## config.mk

```make
export PLATFORM = sky130hd
export DESIGN_NAME = two_class_ticket_queue
export DESIGN_NICKNAME = d
export VERILOG_FILES = /design/src/design/tcq_pkg.sv /design/src/design/tcq_ctrl.sv /design/src/design/tcq_dpath.sv /design/src/design/two_class_ticket_queue.sv
export SDC_FILE = /design/constraint.sdc
export NUM_CORES = 1
export LEC_CHECK = 0
export ABC_AREA = 0
export BUFFER_PORTS_ARGS = -buffer_cell sky130_fd_sc_hd__buf_4
export CELL_PAD_IN_SITES_DETAIL_PLACEMENT = 1
export CELL_PAD_IN_SITES_GLOBAL_PLACEMENT = 1
export CORE_MARGIN = 2
export CORE_UTILIZATION = 23
export DETAILED_ROUTE_END_ITERATION = 16
export PLACE_DENSITY = 0.8
export SYNTH_ARGS = -nofsm -noshare
export SYNTH_HDL_FRONTEND = slang
export SYNTH_SLANG_ARGS = --single-unit
```

## constraint.sdc

```tcl
create_clock -name clk_i -period 1.8 [get_ports clk_i]
set_clock_uncertainty 0.15 [all_clocks]
set_input_delay 0.45 -clock clk_i [delete_from_list [all_inputs] [get_ports clk_i]]
set_output_delay 0.45 -clock clk_i [all_outputs]
set_load 0.01 [all_outputs]
```

## src/design/tcq_pkg.sv

```systemverilog
// tcq_pkg: shared types and constants for the two-class ticket queue
// used by tcq_ctrl, tcq_dpath and two_class_ticket_queue
package tcq_pkg;

  localparam int unsigned CMD_W    = 2;
  localparam int unsigned CODE_W   = 8;
  localparam int unsigned TICKET_W = 16;
  localparam int unsigned STATUS_W = 2;
  localparam int unsigned OCC_W    = 5;

  localparam logic [TICKET_W-1:0] TICKET_MAX = '1;

  // request codes
  typedef enum logic [CMD_W-1:0] {
    CMD_ENQ_NORMAL   = 2'd0,
    CMD_ENQ_PRIORITY = 2'd1,
    CMD_DEQUEUE      = 2'd2,
    CMD_NONE         = 2'd3
  } cmd_e;

  // result status codes
  typedef enum logic [STATUS_W-1:0] {
    ST_DONE  = 2'd0,
    ST_FULL  = 2'd1,
    ST_EMPTY = 2'd2
  } status_e;

  // controller states
  typedef enum logic {
    S_IDLE,
    S_EXEC
  } state_e;

  // one queue entry
  typedef struct packed {
    logic                prio;
    logic [TICKET_W-1:0] ticket;
    logic [CODE_W-1:0]   code;
  } entry_t;

  // controller to datapath
  typedef struct packed {
    logic capture;
    logic execute;
  } dp_cmd_t;

  // datapath to controller
  typedef struct packed {
    logic res_hold;
  } dp_stat_t;

endpackage

```

## src/design/tcq_ctrl.sv

```systemverilog
// tcq_ctrl: request sequencer for the two-class ticket queue
// depends on tcq_pkg; drives tcq_dpath through dp_cmd_t
module tcq_ctrl import tcq_pkg::*; (
  input  logic     clk_i,
  input  logic     rst_ni,
  input  logic     in_valid_i,
  input  dp_stat_t stat_i,
  output logic     in_stall_o,
  output dp_cmd_t  cmd_o
);

  state_e state_q, state_d;

  // state register
  always_ff @(posedge clk_i or negedge rst_ni) begin
    if (!rst_ni) begin
      state_q <= S_IDLE;
    end else begin
      state_q <= state_d;
    end
  end

  // next state
  always_comb begin
    state_d = state_q;
    unique case (state_q)
      S_IDLE: begin
        if (in_valid_i) state_d = S_EXEC;
      end
      S_EXEC: begin
        if (!stat_i.res_hold) state_d = S_IDLE;
      end
      default: state_d = S_IDLE;
    endcase
  end

  // outputs
  always_comb begin
    in_stall_o    = 1'b1;
    cmd_o.capture = 1'b0;
    cmd_o.execute = 1'b0;
    unique case (state_q)
      S_IDLE: begin
        in_stall_o    = 1'b0;
        cmd_o.capture = in_valid_i;
      end
      S_EXEC: begin
        cmd_o.execute = !stat_i.res_hold;
      end
      default: begin
        in_stall_o = 1'b1;
      end
    endcase
  end

endmodule

```

## src/design/tcq_dpath.sv

```systemverilog
// tcq_dpath: entry row, counters, ticket logic and result register
// depends on tcq_pkg; sequenced by tcq_ctrl
module tcq_dpath import tcq_pkg::*; #(
  parameter int unsigned DEPTH = 16
) (
  input  logic                clk_i,
  input  logic                rst_ni,
  input  dp_cmd_t             cmd_i,
  output dp_stat_t            stat_o,
  input  logic [CMD_W-1:0]    in_cmd_i,
  input  logic [CODE_W-1:0]   in_counter_code_i,
  output logic                out_valid_o,
  input  logic                out_stall_i,
  output logic [STATUS_W-1:0] out_status_o,
  output logic [TICKET_W-1:0] out_ticket_o,
  output logic [CODE_W-1:0]   out_counter_code_o,
  output logic                out_priority_o,
  output logic                out_queue_empty_o,
  output logic [OCC_W-1:0]    out_occupancy_o
);

  localparam int unsigned CntW = $clog2(DEPTH + 1);

  typedef struct packed {
    status_e             status;
    logic [TICKET_W-1:0] ticket;
    logic [CODE_W-1:0]   code;
    logic                prio;
    logic                empty;
    logic [OCC_W-1:0]    occ;
  } result_t;

  cmd_e                cmd_q;
  logic [CODE_W-1:0]   code_q;
  logic [TICKET_W-1:0] tkt_q, tkt_d;
  logic [CntW-1:0]     hc_q, hc_d, pc_q, pc_d;
  logic [TICKET_W-1:0] lastp_q, lastp_d, lastn_q, lastn_d;
  entry_t              cell_q [DEPTH];
  entry_t              cell_d [DEPTH];
  result_t             res_q, res_d;
  logic                out_valid_q;

  logic                full, empty, do_ins, do_deq;
  logic [CntW-1:0]     pos;
  entry_t              new_entry;
  logic [TICKET_W-1:0] best_p, best_n, best;

  // largest held ticket: each run is in enqueue order, so its last entry holds its maximum
  always_comb begin
    best_p = (pc_q != '0) ? lastp_q : '0;
    best_n = (hc_q != pc_q) ? lastn_q : '0;
    best   = (best_p > best_n) ? best_p : best_n;
    if (hc_q == '0) begin
      tkt_d = TICKET_W'(1);
    end else if (best == TICKET_MAX) begin
      tkt_d = TICKET_MAX;
    end else begin
      tkt_d = best + TICKET_W'(1);
    end
  end

  // capture the item and its ticket
  always_ff @(posedge clk_i) begin
    if (cmd_i.capture) begin
      cmd_q  <= cmd_e'(in_cmd_i);
      code_q <= in_counter_code_i;
      tkt_q  <= tkt_d;
    end
  end

  // operation decode
  always_comb begin
    full      = (hc_q == CntW'(DEPTH));
    empty     = (hc_q == '0);
    do_ins    = 1'b0;
    do_deq    = 1'b0;
    pos       = hc_q;
    new_entry = '{prio: 1'b0, ticket: tkt_q, code: code_q};
    res_d     = '{status: ST_DONE, ticket: '0, code: '0, prio: 1'b0,
                  empty: 1'b0, occ: '0};
    unique case (cmd_q)
      CMD_ENQ_NORMAL: begin
        if (full) begin
          res_d.status = ST_FULL;
        end else begin
          do_ins       = 1'b1;
          res_d.ticket = tkt_q;
        end
      end
      CMD_ENQ_PRIORITY: begin
        pos            = pc_q;
        new_entry.prio = 1'b1;
        if (full) begin
          res_d.status = ST_FULL;
        end else begin
          do_ins       = 1'b1;
          res_d.ticket = tkt_q;
        end
      end
      CMD_DEQUEUE: begin
        if (empty) begin
          res_d.status = ST_EMPTY;
        end else begin
          do_deq       = 1'b1;
          res_d.ticket = cell_q[0].ticket;
          res_d.code   = cell_q[0].code;
          res_d.prio   = cell_q[0].prio;
        end
      end
      CMD_NONE: begin
        res_d.status = ST_DONE;
      end
      default: begin
        res_d.status = ST_DONE;
      end
    endcase
  end

  // counters and last tickets of each run
  always_comb begin
    hc_d    = hc_q;
    pc_d    = pc_q;
    lastp_d = lastp_q;
    lastn_d = lastn_q;
    if (do_ins) begin
      hc_d = hc_q + CntW'(1);
      if (new_entry.prio) begin
        pc_d    = pc_q + CntW'(1);
        lastp_d = tkt_q;
      end else begin
        lastn_d = tkt_q;
      end
    end else if (do_deq) begin
      hc_d = hc_q - CntW'(1);
      if (cell_q[0].prio && pc_q != '0) pc_d = pc_q - CntW'(1);
    end
    res_d.empty = (hc_d == '0);
    res_d.occ   = OCC_W'(hc_d);
  end

  // entry row: insert opens a gap at pos, dequeue shifts toward the head
  for (genvar i = 0; i < DEPTH; i++) begin : g_cell
    logic [CntW-1:0] idx;
    assign idx = CntW'(i);
    always_comb begin
      cell_d[i] = cell_q[i];
      if (do_ins) begin
        if (idx == pos) begin
          cell_d[i] = new_entry;
        end else if (idx > pos) begin
          if (i > 0) cell_d[i] = cell_q[(i > 0) ? i - 1 : 0];
        end
      end else if (do_deq) begin
        if (i < DEPTH - 1) cell_d[i] = cell_q[(i < DEPTH - 1) ? i + 1 : i];
      end
    end
    always_ff @(posedge clk_i) begin
      if (cmd_i.execute) cell_q[i] <= cell_d[i];
    end
  end

  // run tickets hold payload only
  always_ff @(posedge clk_i) begin
    if (cmd_i.execute) begin
      lastp_q <= lastp_d;
      lastn_q <= lastn_d;
    end
  end

  // counters
  always_ff @(posedge clk_i or negedge rst_ni) begin
    if (!rst_ni) begin
      hc_q <= '0;
      pc_q <= '0;
    end else if (cmd_i.execute) begin
      hc_q <= hc_d;
      pc_q <= pc_d;
    end
  end

  // result register
  always_ff @(posedge clk_i) begin
    if (cmd_i.execute) res_q <= res_d;
  end

  always_ff @(posedge clk_i or negedge rst_ni) begin
    if (!rst_ni) begin
      out_valid_q <= 1'b0;
    end else if (cmd_i.execute) begin
      out_valid_q <= 1'b1;
    end else if (!out_stall_i) begin
      out_valid_q <= 1'b0;
    end
  end

  assign stat_o.res_hold    = out_valid_q && out_stall_i;
  assign out_valid_o        = out_valid_q;
  assign out_status_o       = res_q.status;
  assign out_ticket_o       = res_q.ticket;
  assign out_counter_code_o = res_q.code;
  assign out_priority_o     = res_q.prio;
  assign out_queue_empty_o  = res_q.empty;
  assign out_occupancy_o    = res_q.occ;

endmodule

```

## src/design/two_class_ticket_queue.sv

```systemverilog
// two_class_ticket_queue: top level of the two-class ticket queue
// depends on tcq_pkg, tcq_ctrl and tcq_dpath
//
//   channel | signals                                          | dir
//   --------+--------------------------------------------------+-----
//   in      | in_valid_i, in_stall_o, in_cmd_i,                | in
//           | in_counter_code_i                                |
//   out     | out_valid_o, out_stall_i, out_status_o,          | out
//           | out_ticket_o, out_counter_code_o, out_priority_o,|
//           | out_queue_empty_o, out_occupancy_o               |
//
// each item is taken in a capture step that forms the next ticket from the
// last ticket of each run; an update step then writes the row and counters
// one item is in work at a time; in_stall_o is high during the update cycle
// the result register lets the next item be accepted while a result waits;
// the update cycle is held off while the previous result is still stalled
// reset clears the counters and the controller; the entry row is not cleared
module two_class_ticket_queue import tcq_pkg::*; #(
  parameter int unsigned DEPTH = 16
) (
  input  logic                clk_i,
  input  logic                rst_ni,
  input  logic                in_valid_i,
  output logic                in_stall_o,
  input  logic [CMD_W-1:0]    in_cmd_i,
  input  logic [CODE_W-1:0]   in_counter_code_i,
  output logic                out_valid_o,
  input  logic                out_stall_i,
  output logic [STATUS_W-1:0] out_status_o,
  output logic [TICKET_W-1:0] out_ticket_o,
  output logic [CODE_W-1:0]   out_counter_code_o,
  output logic                out_priority_o,
  output logic                out_queue_empty_o,
  output logic [OCC_W-1:0]    out_occupancy_o
);

  dp_cmd_t  dp_cmd;
  dp_stat_t dp_stat;

  // sequencer
  tcq_ctrl u_ctrl (
    .clk_i      (clk_i),
    .rst_ni     (rst_ni),
    .in_valid_i (in_valid_i),
    .stat_i     (dp_stat),
    .in_stall_o (in_stall_o),
    .cmd_o      (dp_cmd)
  );

  // entry row and result register
  tcq_dpath #(
    .DEPTH (DEPTH)
  ) u_dpath (
    .clk_i              (clk_i),
    .rst_ni             (rst_ni),
    .cmd_i              (dp_cmd),
    .stat_o             (dp_stat),
    .in_cmd_i           (in_cmd_i),
    .in_counter_code_i  (in_counter_code_i),
    .out_valid_o        (out_valid_o),
    .out_stall_i        (out_stall_i),
    .out_status_o       (out_status_o),
    .out_ticket_o       (out_ticket_o),
    .out_counter_code_o (out_counter_code_o),
    .out_priority_o     (out_priority_o),
    .out_queue_empty_o  (out_queue_empty_o),
    .out_occupancy_o    (out_occupancy_o)
  );

  // one item in work at a time
  a_one_in_work: assert property (@(posedge clk_i) disable iff (!rst_ni)
    (in_valid_i && !in_stall_o) |=> in_stall_o)
    else $error("item accepted while another is in work");

  // dropped enqueue carries no ticket and reports a full queue
  a_full_result: assert property (@(posedge clk_i) disable iff (!rst_ni)
    (out_valid_o && out_status_o == ST_FULL) |->
      (out_ticket_o == '0 && out_occupancy_o == OCC_W'(DEPTH) && !out_queue_empty_o))
    else $error("full result inconsistent");

  // dequeue on empty queue leaves it empty with no payload
  a_empty_result: assert property (@(posedge clk_i) disable iff (!rst_ni)
    (out_valid_o && out_status_o == ST_EMPTY) |->
      (out_queue_empty_o && out_ticket_o == '0 && out_counter_code_o == '0))
    else $error("empty result inconsistent");

  // a stalled result stays valid and unchanged
  a_stall_hold: assert property (@(posedge clk_i) disable iff (!rst_ni)
    (out_valid_o && out_stall_i) |=>
      (out_valid_o && $stable(out_status_o) && $stable(out_ticket_o) &&
       $stable(out_counter_code_o) && $stable(out_priority_o) &&
       $stable(out_queue_empty_o) && $stable(out_occupancy_o)))
    else $error("stalled result changed");

endmodule

```

==> metrics.md <==
| Metric | Value |
|---|---|
| Outcome | finished, final reports clean |
| Setup total negative slack | 0 ns |
| Port Buffer Count | 9 |
| Initial antenna violation count | 0 |
| Seq/Total Area, Yosys | 0.380 |
| Net Sw Power | ~110 uW |
| Int Power | roughly 280 uW |
| GPL Wtd Cong | ~0.53 |
| DPL Wire Length | just over 500 microns |
| Arr. time, crit path | 0.82 ns |
| F_max | approximately 0.7 GHz |
| Cell family with most CP delay | flip-flops |
| Max Root-Sink Buffers | 2 |
| Rows | 15 |
| CTS Root Cell | clkbuf_4 |
| Core area | approximately 1800 sq um |
| Max-cap viol count | 0 |
| Post-route minimum period | between 1 and 1.5 ns |
| Hold WC Path Type | in2reg |
| WL/cell | around 7 microns |
| CP peak stage delay | about 0.42 ns |
| First-pass GRT wire length | 669 microns |
| NumNets Final | 72 |
| Final hold vios | 0 |
| DRT Pass-1 Iters | 2 |
| GR Overflow Total | 0 |
| GR Util All Layers | 0.0477 |
| Lkg Pwr | 0.000246 uW |
| Distinct cells, synth | 10 |
| Pre-CTS setup slack | 0.461 ns |
| Slowest-stage cell, CP | dfrtp_1 |
| Resized Gates After CTS | 0 |
| Register bit total from synthesis | 6 |
| Synth top area share | 0.520 |
| Vias | approximately 230 |
| Postcts setup bufs | 0 |
| CP cell instances | buf_4 |
| Critical Path Start Type | flip-flop |
| RSZ-0062 raised after global routing | false |
| Die area | ~2300 sq um |
| Crit end category | primary output |
| Peak VDD IR | about 0.25 mV |
| Worst Path Required | 1.20 ns |
| Initial core utilization | 0.251 |
| Synthesized instance count | between 40 and 50 |
| Yosys Warn Count | 0 |
| Top post-synthesis cells by area | buf_4 (52%), edfxtp_1 (27%), dfrtp_1 (11%) |
| Clock share of power | 0.328 |
| Leading cell type in the layout, fill and taps excluded | conb_1 |
| Die height | approximately 48 microns |
| Cts bufs inserted | 3 |
| Routed Antenna Nets | 0 |
| Number of diodes | 0 |
| Pins Over Slew Limit | 0 |
| Drt drc | 0 |
| Reg clk slew, reported paths | 0.05 ns |
| Starting DRC count in detailed routing | 1 |
| PwrDens | 853 nW/um^2 |
| Final WS setup | 0.385 ns |
| Power Total | approximately 400 uW |
| Comb pwr share | 0.216 |
| CTS tree | yes |
| Synth Cell Area | around 450 sq um |
| Avg Inst Size Synth | 10.2 sq um |
| Final setup fails | 0 |
| Number of filler cells placed in the layout | approximately 210 |
| CTS Sinks | 6 |
| Die W | 48.1 microns |
| Flop pwr share | 0.457 |
| Area delta synth->final | 3.35% |
| Worst-path fanout max | 5 |
| Commonest cells after routing, fill and taps aside | conb_1 (31), buf_4 (9), edfxtp_1 (4) |
| Number of global-route vias before repair | roughly 180 |
| Largest net degree at the start of global routing | 6 |
| Later-pin clock latency in the skew report | 0.24 ns |
| Vias per cell | approximately 2.8 |
| H-Tree Depth | 1 |
| Sequential Area | 170 sq um |
| Worst hold margin | between 0.2 and 0.25 ns |
| Area of the multi-input gates | approximately 150 sq um |
| WL final | 569 microns |
| Buf/Inv on CP | 1 |
| I/O pins | roughly 50 |
| Switching Fraction | 0.278 |
| Fin crit share | 0.786 |
| Share of post-route cells with drive strength above 1 | 0.246 |
| Area leader, netlist | buf_4 |
| Crit Path Class | reg2out |
==> cell type report <==
type | count | share of cell area
multi-input combinational | 36 | 0.332
sequential | 6 | 0.368
tap | 25 | 0.0676
clock buffer | 4 | 0.0568
timing repair buffer | 10 | 0.168
inverter | 1 | 0.00811
==> power by group through the flow <==
stage / clock (uW) / combinational, uW / sequential [uW]
detailed placement: 0 / 83.1 / 183
CTS: 135 / 84.8 / 181
global route: 144 / 96.8 / 182
global placement: 0 / 80.9 / 181
finish: 129 / 85.2 / 180
floorplan: 0 / 93.5 / 187
==> synth_stat cells <==
cell type and count:
a21boi_0 1, a21o_2 1, a31o_1 1, buf_4 31, conb_1 1, dfrtp_1 2, edfxtp_1 4, inv_1 1
nor2_1 1, nor2b_2 1
==> sequential cells by signal (all words and copies together), names as in the netlist <==
signal / flops
u_dpath.out_ticket_o: 1
u_dpath.out_status_o: 1
u_ctrl.state_q: 1
u_dpath.out_valid_o: 1
u_dpath.cmd_q: 2
==> routing by layer <==
layer | GRT usage | share of wire | vias up
met1 | 0.0311 | 0.25 | 98
met3 | 0.0148 | 0.21 | 2
met4 | 0.0649 | 0.037 | 0
met5 | 0 | 0 | -
met2 | 0.0880 | 0.50 | 24
li1 | - | - | 103
==> final timing paths <==
path,cells past startpoint,endpoint,from,slack (ns)
setup / recovery,1,in_stall_o,u_ctrl.state_q$_DFF_PN0_,0.38
hold / removal,1,u_dpath.cmd_q[0]$_DFFE_PP_,in_cmd_i[0],0.23
setup reg to reg,1,u_dpath.out_ticket_o[0]$_SDFFCE_PN0P_,u_ctrl.state_q$_DFF_PN0_,0.61
hold reg to reg,1,u_dpath.out_status_o[1]$_DFFE_PP_,u_dpath.cmd_q[0]$_DFFE_PP_,0.37
max in group asynchronous,2,u_dpath.out_valid_o$_DFFE_PN0P_,rst_ni,1.03
min in group asynchronous,2,u_ctrl.state_q$_DFF_PN0_,rst_ni,0.39
==> cells by family after synthesis <==
group | after synthesis | share of synthesized area
buffers and inverters | 32 | 0.528
other | 1 | 0.00837
AO/OA/AOI/OAI | 3 | 0.0559
flip-flops | 6 | 0.380
AND/OR/NAND/NOR | 2 | 0.0279
==> per-stage QoR <==
stage	instances	cell area [sq um]	util
floorplan	74	561	-
global placement	77	427	0.239
detailed placement	77	427	0.239
CTS	82	463	0.260
global route	82	463	0.260
finish	82	463	0.260
==> what timing repair did <==
item,CTS,global route
hold buffers,1,0
endpoints found under the setup margin,0,0
hold endpoints to repair,2,0
(Power assumes the default switching activity.)
